--- config.mk ---
export PLATFORM = sky130hd
export DESIGN_NAME = branch_trace_line_parser
export DESIGN_NICKNAME = d
export VERILOG_FILES = /design/src/btlp_pkg.sv /design/src/branch_trace_line_parser.sv /design/src/btlp_step.sv
export SDC_FILE = /design/constraint.sdc
export NUM_CORES = 1
export LEC_CHECK = 0
export BUFFER_PORTS_ARGS = -buffer_cell sky130_fd_sc_hd__buf_2
export CORE_MARGIN = 8
export CORE_UTILIZATION = 63
export DETAILED_ROUTE_END_ITERATION = 16
export GPL_ROUTABILITY_DRIVEN = 0
export HOLD_SLACK_MARGIN = 0.1
export PLACE_DENSITY = 0.94
export SLEW_MARGIN = 15
export SYNTH_ARGS = -nofsm -noshare
export SYNTH_HDL_FRONTEND = slang
export SYNTH_SLANG_ARGS = --single-unit
export TNS_END_PERCENT = 1
--- constraint.sdc ---
create_clock -name i_clk -period 13.7 [get_ports i_clk]
set_clock_uncertainty 0.1 [all_clocks]
set_input_delay 0.685 -clock i_clk [delete_from_list [all_inputs] [get_ports i_clk]]
set_output_delay 0.685 -clock i_clk [all_outputs]
set_load 0.05 [all_outputs]
--- src/btlp_pkg.sv ---
// Package for the branch trace line parser: parse phases, state and result
// structs, character constants and byte classification helpers.
// No dependencies.
package btlp_pkg;

    // character codes used by the line format
    localparam logic [7:0] CH_LF    = 8'h0A;
    localparam logic [7:0] CH_TAB   = 8'h09;
    localparam logic [7:0] CH_VT    = 8'h0B;
    localparam logic [7:0] CH_FF    = 8'h0C;
    localparam logic [7:0] CH_CR    = 8'h0D;
    localparam logic [7:0] CH_SPACE = 8'h20;
    localparam logic [7:0] CH_HASH  = 8'h23;
    localparam logic [7:0] CH_ZERO  = 8'h30;
    localparam logic [7:0] CH_NINE  = 8'h39;
    localparam logic [7:0] CH_UA    = 8'h41;
    localparam logic [7:0] CH_UF    = 8'h46;
    localparam logic [7:0] CH_LA    = 8'h61;
    localparam logic [7:0] CH_LF_HEX = 8'h66;
    localparam logic [7:0] CH_X     = 8'h78;
    localparam logic [7:0] CH_T     = 8'h54;
    localparam logic [7:0] CH_N     = 8'h4E;

    // field widths
    localparam int ADDR_W  = 64;
    localparam int COUNT_W = 32;
    localparam int DIGIT_W = 4;

    // parse phase within one line
    typedef enum logic [2:0] {
        PH_START,
        PH_COMMENT,
        PH_ZERO,
        PH_HEX,
        PH_GAP,
        PH_OUTCOME,
        PH_TAIL
    } t_phase;

    // per-line parse state
    typedef struct packed {
        t_phase              phase;
        logic [ADDR_W-1:0]   acc;
        logic                digit_seen;
        logic                bad;
        logic                taken;
    } t_line_state;

    // one result transaction
    typedef struct packed {
        logic                valid;
        logic [ADDR_W-1:0]   address;
        logic                taken;
        logic                malformed;
        logic [COUNT_W-1:0]  index;
    } t_result;

    // whitespace: space, tab, cr, vt, ff
    function automatic logic is_space(input logic [7:0] c);
        return (c == CH_SPACE) || (c == CH_TAB) || (c == CH_CR) ||
               (c == CH_VT) || (c == CH_FF);
    endfunction

    // hex digit decode: msb is the digit-valid flag
    function automatic logic [DIGIT_W:0] hex_digit(input logic [7:0] c);
        logic [7:0] v;
        v = 8'h00;
        if (c >= CH_ZERO && c <= CH_NINE) begin
            v = c - CH_ZERO;
            return {1'b1, v[DIGIT_W-1:0]};
        end
        if (c >= CH_LA && c <= CH_LF_HEX) begin
            v = c - CH_LA + 8'd10;
            return {1'b1, v[DIGIT_W-1:0]};
        end
        if (c >= CH_UA && c <= CH_UF) begin
            v = c - CH_UA + 8'd10;
            return {1'b1, v[DIGIT_W-1:0]};
        end
        return '0;
    endfunction

    // reset value of the per-line state
    localparam t_line_state LINE_START = '{
        phase: PH_START, acc: '0, digit_seen: 1'b0, bad: 1'b0, taken: 1'b0
    };

endpackage

--- src/branch_trace_line_parser.sv ---
// Branch trace line parser: takes one byte per cycle while o_stall is low and
// gives address and outcome records or one malformed result. Depends on
// btlp_pkg, btlp_step. A result is registered: it is on the output in the
// cycle after the byte that closes its line is accepted. The byte rate is
// set by the single next-state step between the state registers and the
// result register. Stalls: o_stall is high while a held result sees i_stall,
// even for bytes that would give no result; otherwise no byte is ever stalled.
// Reset (synchronous, active low) returns to line start, count zero, running.
module branch_trace_line_parser (
    input  logic                              i_clk,
    input  logic                              i_rst_n,
    input  logic                              i_valid,
    output logic                              o_stall,
    input  logic [7:0]                        i_char_code,
    input  logic                              i_final_byte,
    output logic                              o_valid,
    input  logic                              i_stall,
    output logic [btlp_pkg::ADDR_W-1:0]       o_branch_address,
    output logic                              o_taken,
    output logic                              o_malformed,
    output logic [btlp_pkg::COUNT_W-1:0]      o_line_index
);

    btlp_pkg::t_line_state          r_state, n_state;
    logic [btlp_pkg::COUNT_W-1:0]   r_line_count, n_line_count;
    logic                           r_halted, n_halted;
    btlp_pkg::t_result              step_result;
    logic                           r_out_valid;
    logic [btlp_pkg::ADDR_W-1:0]    r_out_address;
    logic                           r_out_taken;
    logic                           r_out_malformed;
    logic [btlp_pkg::COUNT_W-1:0]   r_out_index;
    logic                           in_accept;
    logic                           out_load;

    // next state for the current byte
    btlp_step u_step (
        .i_state      (r_state),
        .i_line_count (r_line_count),
        .i_halted     (r_halted),
        .i_char_code  (i_char_code),
        .i_final_byte (i_final_byte),
        .o_state      (n_state),
        .o_line_count (n_line_count),
        .o_halted     (n_halted),
        .o_result     (step_result)
    );

    // handshake
    assign o_stall   = r_out_valid && i_stall;
    assign in_accept = i_valid && !o_stall;
    assign out_load  = in_accept && step_result.valid;

    // parser state registers
    always_ff @(posedge i_clk) begin
        if (!i_rst_n) begin
            r_state      <= btlp_pkg::LINE_START;
            r_line_count <= '0;
            r_halted     <= 1'b0;
        end else if (in_accept) begin
            r_state      <= n_state;
            r_line_count <= n_line_count;
            r_halted     <= n_halted;
        end
    end

    // result register control
    always_ff @(posedge i_clk) begin
        if (!i_rst_n) begin
            r_out_valid <= 1'b0;
        end else if (out_load) begin
            r_out_valid <= 1'b1;
        end else if (!i_stall) begin
            r_out_valid <= 1'b0;
        end
    end

    // result register payload
    always_ff @(posedge i_clk) begin
        if (out_load) begin
            r_out_address   <= step_result.address;
            r_out_taken     <= step_result.taken;
            r_out_malformed <= step_result.malformed;
            r_out_index     <= step_result.index;
        end
    end

    assign o_valid          = r_out_valid;
    assign o_branch_address = r_out_address;
    assign o_taken          = r_out_taken;
    assign o_malformed      = r_out_malformed;
    assign o_line_index     = r_out_index;

    // a malformed result always leaves the parser halted
    a_malformed_halts: assert property (@(posedge i_clk) disable iff (!i_rst_n)
        r_out_valid && r_out_malformed |-> r_halted)
        else $error("malformed result without halt");

    // a good result cannot coexist with the halted state
    a_good_not_halted: assert property (@(posedge i_clk) disable iff (!i_rst_n)
        r_out_valid && !r_out_malformed |-> !r_halted)
        else $error("good result while halted");

    // once halted, no new transaction is produced
    a_halted_silent: assert property (@(posedge i_clk) disable iff (!i_rst_n)
        r_halted && !o_stall |=> !r_out_valid)
        else $error("result produced while halted");

    // line numbers are one-based
    a_index_nonzero: assert property (@(posedge i_clk) disable iff (!i_rst_n)
        r_out_valid |-> r_out_index != '0)
        else $error("zero line index in result");

endmodule

--- src/btlp_step.sv ---
// Next-state logic for one byte of the branch trace line parser: phase
// update, hex shift-in, line close and result formation.
// Depends on btlp_pkg.
module btlp_step (
    input  btlp_pkg::t_line_state             i_state,
    input  logic [btlp_pkg::COUNT_W-1:0]      i_line_count,
    input  logic                              i_halted,
    input  logic [7:0]                        i_char_code,
    input  logic                              i_final_byte,
    output btlp_pkg::t_line_state             o_state,
    output logic [btlp_pkg::COUNT_W-1:0]      o_line_count,
    output logic                              o_halted,
    output btlp_pkg::t_result                 o_result
);

    btlp_pkg::t_line_state          s_take;
    logic                           ws;
    logic [btlp_pkg::DIGIT_W:0]     hv;
    logic                           is_lf;
    logic                           close;
    logic [btlp_pkg::COUNT_W-1:0]   count_inc;
    logic                           skip_line;
    logic                           good;

    // one byte through the line grammar
    always_comb begin
        s_take = i_state;
        ws     = btlp_pkg::is_space(i_char_code);
        hv     = btlp_pkg::hex_digit(i_char_code);
        if (!i_state.bad) begin
            unique case (i_state.phase)
                btlp_pkg::PH_START: begin
                    if (!ws) begin
                        if (i_char_code == btlp_pkg::CH_HASH) begin
                            s_take.phase = btlp_pkg::PH_COMMENT;
                        end else if (i_char_code == btlp_pkg::CH_ZERO) begin
                            s_take.phase = btlp_pkg::PH_ZERO;
                        end else begin
                            s_take.bad = 1'b1;
                        end
                    end
                end
                btlp_pkg::PH_COMMENT: begin
                end
                btlp_pkg::PH_ZERO: begin
                    if (i_char_code == btlp_pkg::CH_X) begin
                        s_take.phase = btlp_pkg::PH_HEX;
                    end else begin
                        s_take.bad = 1'b1;
                    end
                end
                btlp_pkg::PH_HEX: begin
                    if (ws) begin
                        if (i_state.digit_seen) begin
                            s_take.phase = btlp_pkg::PH_GAP;
                        end else begin
                            s_take.bad = 1'b1;
                        end
                    end else if (!hv[btlp_pkg::DIGIT_W] ||
                                 (i_state.acc[btlp_pkg::ADDR_W-1 -: btlp_pkg::DIGIT_W] != '0)) begin
                        // not a hex digit, or the shift would overflow
                        s_take.bad = 1'b1;
                    end else begin
                        s_take.acc = {i_state.acc[btlp_pkg::ADDR_W-btlp_pkg::DIGIT_W-1:0],
                                      hv[btlp_pkg::DIGIT_W-1:0]};
                        s_take.digit_seen = 1'b1;
                    end
                end
                btlp_pkg::PH_GAP: begin
                    if (!ws) begin
                        if (i_char_code == btlp_pkg::CH_T ||
                            i_char_code == btlp_pkg::CH_N) begin
                            s_take.taken = (i_char_code == btlp_pkg::CH_T);
                            s_take.phase = btlp_pkg::PH_OUTCOME;
                        end else begin
                            s_take.bad = 1'b1;
                        end
                    end
                end
                btlp_pkg::PH_OUTCOME, btlp_pkg::PH_TAIL: begin
                    if (ws) begin
                        s_take.phase = btlp_pkg::PH_TAIL;
                    end else begin
                        s_take.bad = 1'b1;
                    end
                end
                default: begin
                    s_take.bad = 1'b1;
                end
            endcase
        end
    end

    // line close and result
    always_comb begin
        is_lf     = (i_char_code == btlp_pkg::CH_LF);
        close     = is_lf || i_final_byte;
        count_inc = (&i_line_count) ? i_line_count
                                    : i_line_count + btlp_pkg::COUNT_W'(1);

        o_state      = is_lf ? i_state : s_take;
        o_line_count = i_line_count;
        o_halted     = i_halted;
        o_result     = '0;
        skip_line    = 1'b0;
        good         = 1'b0;

        if (i_halted) begin
            o_state = i_state;
        end else if (close) begin
            o_line_count = count_inc;
            skip_line = !o_state.bad && (o_state.phase == btlp_pkg::PH_START ||
                                         o_state.phase == btlp_pkg::PH_COMMENT);
            good = !o_state.bad && (o_state.phase == btlp_pkg::PH_OUTCOME ||
                                    o_state.phase == btlp_pkg::PH_TAIL);
            if (!skip_line) begin
                o_result.valid     = 1'b1;
                o_result.address   = good ? o_state.acc : '0;
                o_result.taken     = good && o_state.taken;
                o_result.malformed = !good;
                o_result.index     = count_inc;
                o_halted           = !good;
            end
            o_state = btlp_pkg::LINE_START;
        end
    end

endmodule
======== Word level (Yosys, flattened, before mapping) ========
Index checks and enable logic that the tools add are counted.
W data, S select, Z words.
word-level totals
  flip-flop bits (word level) ............. 202
  bits of input ports ..................... 13
  output and inout port bits .............. 100
  logic and storage cells ................. 136
operators by class
  multiplexer cells ....................... 51
  equal/unequal tests ..................... 25
  reduce and logical (&&, ||, !) cells .... 33
  order comparisons ....................... 6
  bitwise operators ....................... 3
  add/sub/neg operators ................... 6
operators by type and width
  cell                     number
  $mux W99                 3
  $mux W70                 3
  $mux W65                 3
  $mux W64                 1
  $eq A8 B4 Y1 const B     5
  $add A32 B1 Y32 const B  1
  $mux W32                 1
  $reduce_and A32 Y1       1
  $mux W5                  6
  $mux W3                  9
  $eq A8 B6 Y1 const B     3
  $eq A8 B7 Y1 const B     3
  $mux W1                  22
  $ge A8 B7 Y1 const B     2
  $le A8 B7 Y1 const B     2
  $eq A3 B3 Y1 const B     5
  $pmux W3 S5              1
  $sub A4 B1 Y4 const B    3
  $logic_and A1 B1 Y1      9
  $logic_or A1 B1 Y1       9
  $add A4 B4 Y4 const B    2
  $ge A8 B6 Y1 const B     1
  $le A8 B6 Y1 const B     1
  $reduce_and A7 Y1        1
  16 further kinds         27

======== Longest topological paths before layout ========
Gate-level depths: netlist of run 1.
  word-level depth ........................ 25
  gate-level depth with buffers ........... 12
  depth with buffers taken out ............ 9

======== Modules after synthesis ========
From an unflattened synthesis of run 1, not the netlist that was laid out.
unflattened totals
  cell total of the unflattened synthesis .. 1188
  area, all modules ....................... 10722.8 um2
by module, submodules not included
  module                    area each (um2)  instances  cells an instance
  branch_trace_line_parser  7081.8           1          551
  btlp_step                 3641.0           1          637

======== Worst setup path before layout of run 1 ========
Ideal clock, no wire load.
  path type ............................... input -> register
  start point ............................. in i_char_code[7]
  end point ............................... reg r_out_address (netlist bit o_branch_address[0]) (enable)
  arrival ................................. 7285 ps
  required time ........................... 12985 ps
  stages .................................. 6
  setup slack ............................. 5700 ps
  cells stage by stage .................... or2_1 buf_2 or3_4 o32ai_4 o32ai_4 a31oi_1
on the way
  cells in the longest elaborated chain, start to end .. 21
ends and longest elaborated chain
  item                                          RTL line                        text
  start: declaration                            branch_trace_line_parser.sv:14  input logic [7:0] i_char_code,
  $ge A8 B7 Y1 or $le A8 B7 Y1 (tied branches)  btlp_pkg.sv:76                  if (c >= CH_UA && c <= CH_UF) begin
  $logic_and A1 B1 Y1                           btlp_pkg.sv:76
  $mux W1 (2 in a row)                          btlp_pkg.sv:76
  $mux W1                                       btlp_pkg.sv:72                  if (c >= CH_LA && c <= CH_LF_HEX) begin
  $mux W5                                       btlp_pkg.sv:80                  return '0;
  $mux W5                                       btlp_pkg.sv:76
  $mux W5                                       btlp_pkg.sv:72
  $logic_not A1 Y1                              btlp_step.sv:59                 end else if (!hv[btlp_pkg::DIGIT_W] ||
  [5 not listed]                                --
  $mux W70                                      btlp_step.sv:101                o_state = is_lf ? i_state : s_take;
  $logic_not A1 Y1                              btlp_step.sv:112                skip_line = !o_state.bad && (o_state.phase == btlp_pkg::PH_START ||
  $logic_and A1 B1 Y1                           btlp_step.sv:112
  $mux W99                                      btlp_step.sv:116                if (!skip_line) begin
  $mux W99 (*)                                  btlp_step.sv:110                end else if (close) begin
  $mux W99 (*)                                  btlp_step.sv:108                if (i_halted) begin
  $logic_and A1 B1 Y1 (*)                       branch_trace_line_parser.sv:52  assign out_load = in_accept && step_result.valid;
  named net out_load                            branch_trace_line_parser.sv:34  logic out_load;
  end signal: assignment                        branch_trace_line_parser.sv:81  r_out_address <= step_result.address;
  end: declaration                              branch_trace_line_parser.sv:29  logic [btlp_pkg::ADDR_W-1:0] r_out_address;
The timed path passes the listed nets; every way through them passes the cells marked *. The select of a mux whose other input is x is not followed.
A chain may end at the register's enable or synchronous reset.

======== Worst setup path after layout of run 1 ========
  start point ............................. in i_char_code[1]
  end point ............................... reg r_state[36] (netlist bit)
on the way
  cells in the longest elaborated chain, start to end .. 16
ends and longest elaborated chain
  item                                          RTL line                        text
  $ge A8 B7 Y1 or $le A8 B7 Y1 (tied branches)  btlp_pkg.sv:76
  $logic_and A1 B1 Y1                           btlp_pkg.sv:76
  $mux W1 (2 in a row)                          btlp_pkg.sv:76
  $mux W1                                       btlp_pkg.sv:72
  $mux W5                                       btlp_pkg.sv:80
  $mux W5                                       btlp_pkg.sv:76
  $mux W5                                       btlp_pkg.sv:72
  $logic_not A1 Y1                              btlp_step.sv:59
  $logic_or A1 B1 Y1                            btlp_step.sv:59
  $mux W65                                      btlp_step.sv:59
  $mux W65                                      btlp_step.sv:53                 if (ws) begin
  $mux W65                                      btlp_step.sv:31                 unique case (i_state.phase)
  $mux W70                                      btlp_step.sv:30                 if (!i_state.bad) begin
  $mux W70                                      btlp_step.sv:101
  $mux W70 (*)                                  btlp_step.sv:110
  end signal: assignment                        branch_trace_line_parser.sv:57  r_state <= btlp_pkg::LINE_START;
  end signal: assignment                        branch_trace_line_parser.sv:61  r_state <= n_state;
  end: declaration                              branch_trace_line_parser.sv:24  btlp_pkg::t_line_state r_state, n_state;
Mark *: on every way between the ends. The rest lies on a longest branch, timed or not. The select of a mux whose other input is x is not followed.

==> results of run 1 <==
==> routing by layer <==
layer	up-vias	global-route usage (%)	part of all wire (%)
met5	-	0	0
met4	0	5.19	1.9
met3	44	3.66	7.6
met2	324	37.0	49
li1	3474	-	-
met1	3526	27.6	41
==> per-stage QoR <==
stage          total power [mW]  area (µm²)
2_1_floorplan             0.727        9360
6_report                   1.26       10600
3_3_place_gp              0.742        9900
3_5_place_dp              0.744        9900
5_1_grt                    1.29       10600
4_1_cts                    1.26       10500
==> logic make-up after synthesis <==
| kind of cell | Yosys count | synth area share [%] |
|---|---|---|
| buffers and inverters | 69 | 3.82 |
| XOR/XNOR | 56 | 5.24 |
| AO/OA/AOI/OAI | 189 | 15.9 |
| adder cells (fa/ha/maj) | 6 | 0.802 |
| multiplexers | 3 | 0.334 |
| flip-flops | 202 | 53.7 |
| AND/OR/NAND/NOR | 418 | 20.2 |
==> report_power, final <==
part           switching, mW  internal [mW]  leakage (nW)  total [mW]
Sequential           0.00409          0.642          1.84       0.646
Clock                  0.217          0.309         0.306       0.526
Combinational         0.0689         0.0159          1.45      0.0848
Total                  0.290          0.967          3.60        1.26
==> cell usage in the layout (no fill, tap or decap), types with 8 or more instances in the layout <==
cell type,n
nor2_1,157
xor2_1,28
clkbuf_16,22
a21oi_2,50
buf_2,112
a21oi_1,34
nand4_1,12
and3_1,8
nand3_1,20
o21ai_0,8
nor3_1,10
xnor2_1,28
or3_1,9
edfxtp_1,98
nand2_1,150
dfxtp_1,104
a22oi_1,58
==> worst max path at each step <==
stage,from,endpoint,slack (ps)
detailed placement,i_char_code[1],r_state[36]$_SDFFE_PN0P_,9110
finish,i_char_code[1],r_state[36]$_SDFFE_PN0P_,9740
global placement,i_char_code[1],r_state[44]$_SDFFE_PN0P_,9270
CTS,i_char_code[1],r_state[36]$_SDFFE_PN0P_,9590
floorplan,i_char_code[7],o_branch_address[0]$_SDFFCE_PP0P_,5700
global route,i_char_code[1],r_state[38]$_SDFFE_PN0P_,9500
==> synthesized netlist by cell type (all sizes together) (14+ instances only) <==
cell type / number / share of area, %
nor3: 14 / 0.96
clkbuf: 28 / 1.1
xnor2: 28 / 2.6
a21oi: 84 / 6.5
edfxtp: 98 / 31
nand2: 150 / 6.0
buf: 33 / 2.4
a22oi: 58 / 4.7
dfxtp: 104 / 22
xor2: 28 / 2.6
nand3: 20 / 1.1
nor2: 158 / 6.4
==> registers in the layout (all words and copies together), names as in the netlist <==
register	cells
o_branch_address	64
o_line_index	32
o_malformed	1
o_taken	1
o_valid	1
r_halted	1
r_line_count	32
r_state	70
==> worst reg2reg max path: stages, from the launching register on <==
cell and delay (ps):
dfxtp_1 590, nand3b_1 270, or4_2 1210, a21o_2 750
a22oi_1 390, nor2_1 80
==> cell type report <==
class / instances / area [µm²]
inverters: 8 / 30.0
flip-flops and latches: 202 / 5020
clock inverters: 4 / 18.8
multi-input cells: 672 / 4020
repair buffers: 118 / 618
fillers: 974 / 3970
clock buffers: 32 / 618
well taps: 184 / 230
diodes: 1 / 2.50
==> results by group, run 1 <==
CTS
  • # Post-CTS Setup Buffers: 0
  • H-tree Lvls: 1
  • Clk root buf: clkbuf_16
  • CTS Buffer Depth: 3
  • Clock Sinks: approximately 200
  • Reg clk slew, reported paths: 60 ps
  • Post-CTS sizing: 0
  • Clock Latency Late Sink: 490 ps
  • # hold bufs at CTS: 0
  • TritonCTS clock tree: built
  • CTS Buf Count: 20

Setup path
  • Worst Path Arrival: 4260 ps
  • Crit Reg-Reg Endpoint: r_state[36]$_SDFFE_PN0P_
  • FF-to-FF path depth: 5
  • Family with the most delay on the worst path: simple AND/OR/NAND/NOR gates
  • Critical Path Sink Type: flip-flop
  • Critical-path cell list: buf_2 -> inv_1 -> ha_1 -> or3b_1 -> and4_1 -> o21ai_2 -> or4_2 -> a21o_2 -> a22oi_1 -> nor2_1
  • CP Class: primary input to flip-flop
  • Slowest CP cell: a21o_2
  • Peak fanout along the critical path: 60
  • CP bufs+invs: 2
  • CP Launch Type: primary input
  • Critical Path Stages: 10
  • R2r setup slk: ~10000 ps
  • CP max stage delay: 980 ps
  • CP Data Required Time: approximately 14000 ps
  • Worst r2r src: r_state[67]$_SDFFE_PN0P_

Routing
  • Wirelength per Cell: around 17 µm
  • Initial DRC count: 770
  • Final WL: 21100 µm
  • Via density per instance: 6.03
  • DRC Markers: 0
  • First-pass DRT Iterations: 8
  • Via count: 7368
  • Post-route ant nets: 0

Hold path
  • Hold endpoint: r_state[63]$_SDFFE_PN0P_
  • Hold WC Path Type: flip-flop to flip-flop
  • Worst Hold Launch: r_state[63]$_SDFFE_PN0P_
  • Hold depth: 2

Yosys
  • Cell Area, Synth: 9360 µm²
  • Post-synthesis sequential area ratio: 53.7%
  • Mapped Cells: 943
  • Synthesized area per cell: just under 10 µm²
  • Syn_nets: 962
  • Top FF cell, synth: dfxtp_1
  • Netlist cell types: 71
  • Yosys warns: 0
  • FF+latch count, synth: slightly above 200
  • Number of synthesized flops with an enable pin: 98
  • Asr flop ratio synth: 0%

Global route
  • Initial antenna violation count: 0
  • All-Layer GR Usage: 21.5%
  • First-pass GRT wire length: 33900 µm
  • Number of global-route vias before repair: 6945
  • Largest net degree at the start of global routing: approximately 70
  • Total gr overflow: 0

Finish
  • Layout Utilization: 72.7%
  • Nets: 1041
  • Area Growth Syn to Fin: 12.8%
  • Fraction of layout cells with a size suffix above 1: 21.5%
  • Finished Layout Cells: between 1000 and 1500

Power
  • Static leakage: 3.60 nW
  • Worst IR drop on VDD: around 0.077 mV
  • Power Dens Cells: 119 nW/µm²

Floorplan
  • DIE AREA: 19000 µm²
  • Die Ht: about 140 µm
  • Horiz. Die Dim: between 100 and 150 µm
  • Core Rows: 44
  • Core Region: approximately 15000 µm²
  • Initial Utilization: 64.4%
  • IO Count: 113

STA
  • Final setup vio count: 0
  • Period minus WS final: 3960 ps
  • Slew Viols, Final: 0
  • Fmax: about 0.25 GHz
  • RSZ-0062 raised after global routing: no
  • Setup TNS: 0 ps
  • Fin crit share: 28.9%
  • Setup ws final: 9740 ps
  • Fin. Hold Viols: 0
  • Final Hold Slack: 405 ps
  • Worst relative slew slack: 25.6%
  • Slew @ Worst Pin: 1110 ps

Place
  • Pre-CTS setup slack: 9110 ps
  • Port Buffers: between 100 and 150
  • Placed insts: 1183
  • Final HPWL DP: around 14000 µm

Status
  • Outcome: complete, no violations

Flow run
  • Number of max-cap violations: 0
No activity file was read; power rests on OpenSTA's default activity.
==> inputs of run 2 (changes only) <==
--- a/config.mk
+++ b/config.mk
@@ -7,11 +7,11 @@
 export LEC_CHECK = 0
 export BUFFER_PORTS_ARGS = -buffer_cell sky130_fd_sc_hd__buf_2
 export CORE_MARGIN = 8
-export CORE_UTILIZATION = 63
+export CORE_UTILIZATION = 58
 export DETAILED_ROUTE_END_ITERATION = 16
 export GPL_ROUTABILITY_DRIVEN = 0
 export HOLD_SLACK_MARGIN = 0.1
-export PLACE_DENSITY = 0.94
+export PLACE_DENSITY = 0.89
 export SLEW_MARGIN = 15
 export SYNTH_ARGS = -nofsm -noshare
 export SYNTH_HDL_FRONTEND = slang
==> constraint.sdc (replaced) <==
create_clock -name i_clk -period 4 [get_ports i_clk]
set_clock_uncertainty 0.1 [all_clocks]
set_input_delay 0.2 -clock i_clk [delete_from_list [all_inputs] [get_ports i_clk]]
set_output_delay 0.2 -clock i_clk [all_outputs]
set_load 0.05 [all_outputs]
==> results by group, run 2 (same netlist as run 1, synthesis figures left out) <==
Global route
  • Initial antenna violation count: 0
  • Number of global-route vias before repair: 6933
  • First-pass GRT wire length: 33500 µm
  • Largest net degree at the start of global routing: 100
  • Total gr overflow: 0
  • All-Layer GR Usage: 19.7%

Finish
  • Commonest non-fill, non-tap cell in the layout: nor2_1
  • Fraction of layout cells with a size suffix above 1: 21.9%
  • Most frequent cells in the layout: nor2_1, nand2_1, buf_2, dfxtp_1, edfxtp_1
  • N_diodes: 0
  • Area Growth Syn to Fin: 14.0%
  • Multi-input logic area: ~4000 µm²
  • Register with the most flip-flops: r_state
  • Layout Utilization: 67.4%
  • Fillers: 1147
  • Nets: 1048
  • Max reg flops: 70
  • FF+latch area: 5020 µm²

STA
  • Fin crit share: 79.5%
  • RSZ-0062 raised after global routing: no
  • Setup TNS: 0 ps
  • Fmax: 0.315 GHz
  • Slew Viols, Final: 0
  • Period minus WS final: 3180 ps
  • Final setup vio count: 0
  • Worst relative slew slack: between 20% and 30%
  • Fin. Hold Viols: 0
  • Slew @ Worst Pin: 1130 ps

CTS
  • Reg clk slew, reported paths: 60 ps
  • Clk root buf: clkbuf_16
  • CTS Buf Count: 20
  • # hold bufs at CTS: 4
  • H-tree Lvls: 1
  • TritonCTS clock tree: built
  • Clock Sinks: 202
  • # Post-CTS Setup Buffers: 0
  • CTS Buffer Depth: 3
  • Post-CTS sizing: 0
  • Clock Latency Late Sink: 500 ps

Routing
  • Via density per instance: between 5 and 6
  • Final WL: 20400 µm
  • Via count: 7244
  • First-pass DRT Iterations: 5
  • DRC Markers: 0
  • Post-route ant nets: 0
  • Wirelength per Cell: 16.2 µm
  • Initial DRC count: between 600 and 700

Floorplan
  • Core Region: around 16000 µm²
  • IO Count: 113
  • DIE AREA: 20500 µm²
  • Core Rows: between 40 and 50
  • Die Ht: 143 µm
  • Horiz. Die Dim: 143 µm
  • Initial Utilization: 59.1%

Setup path
  • Slowest CP cell: dlygate4sd3_1
  • CP Data Required Time: 4320 ps
  • Critical-path cell list: or3_1 -> a2111oi_0 -> o21a_1 -> o32ai_4 -> a31oi_4 -> buf_12 -> o21a_1 -> dlygate4sd3_1
  • CP most frequent cell: o21a_1
  • Family with the most delay on the worst path: compound AO/OA/AOI/OAI gates
  • CP Launch Type: flip-flop
  • CP max stage delay: about 550 ps
  • CP Class: flip-flop to flip-flop
  • Peak fanout along the critical path: 99
  • CP bufs+invs: 2
  • Worst Path Arrival: 3500 ps
  • Critical Path Sink Type: flip-flop

Power
  • Worst IR drop on VDD: 0.304 mV
  • Static leakage: 3.64 nW
  • Power Dens Cells: ~400 nW/µm²

Hold path
  • Hold WC Path Type: primary input to flip-flop

Place
  • Final HPWL DP: 13000 µm
  • Port Buffers: 112

Flow run
  • Number of max-cap violations: 0

Status
  • Outcome: complete, no violations
run 2: worst register-to-register path, stage by stage (launching register included):
cell and delay, ps:
dfxtp_1 430, or3_1 430, a2111oi_0 440, o21a_1 200, o32ai_4 130, a31oi_4 220, buf_12 440, o21a_1 180
dlygate4sd3_1 550
run 2: per-stage QoR:
step | cell area, µm² | worst slack, ps | hold WS [ps] | total power [mW] | instances
6_report | 10700 | 822 | 146 | 4.27 | 1258
5_1_grt | 10700 | 644 | 169 | 4.40 | 1258
4_1_cts | 10700 | 796 | 131 | 4.30 | 1258
3_5_place_dp | 10000 | 826 | 391 | 2.55 | 1219
3_3_place_gp | 10000 | 939 | 375 | 2.55 | 1219
2_1_floorplan | 9380 | 235 | 218 | 2.48 | 943
run 2: path summary, 6_finish.rpt:
| check | to | slack [ps] | depth (start not counted) | start |
|---|---|---|---|---|
| hold / removal | r_state[3]$_SDFFE_PN0P_ | 150 | 4 | i_char_code[0] |
| hold reg to reg | r_halted$_SDFFE_PN0P_ | 410 | 2 | r_halted$_SDFFE_PN0P_ |
| setup / recovery | o_valid$_SDFFE_PN0P_ | 820 | 8 | r_state[67]$_SDFFE_PN0P_ |
| setup reg to reg | o_valid$_SDFFE_PN0P_ | 820 | 8 | r_state[67]$_SDFFE_PN0P_ |
run 2: routing by layer:
| metal | GRT usage, % | wire length [µm] |
|---|---|---|
| met1 | 25.3 | 8610 |
| met4 | 5.43 | 388 |
| met5 | 0 | 0 |
| met3 | 3.34 | 1410 |
| met2 | 33.7 | 10000 |
run 2: power breakdown:
group	switching (mW)	leakage [nW]	internal, mW
sequential	0.0137	1.84	2.20
clock	0.766	0.301	0.994
combinational	0.240	1.50	0.0603
total	1.02	3.64	3.25
run 2: cell type report:
class | count | share of cell area [%]
Timing Repair Buffer | 125 | 6.62
Sequential cell | 202 | 47.1
Multi-Input combinational cell | 672 | 37.7
Tap cell | 216 | 2.53
Clock inverter | 6 | 0.493
Clock buffer | 29 | 5.30
Inverter | 8 | 0.282
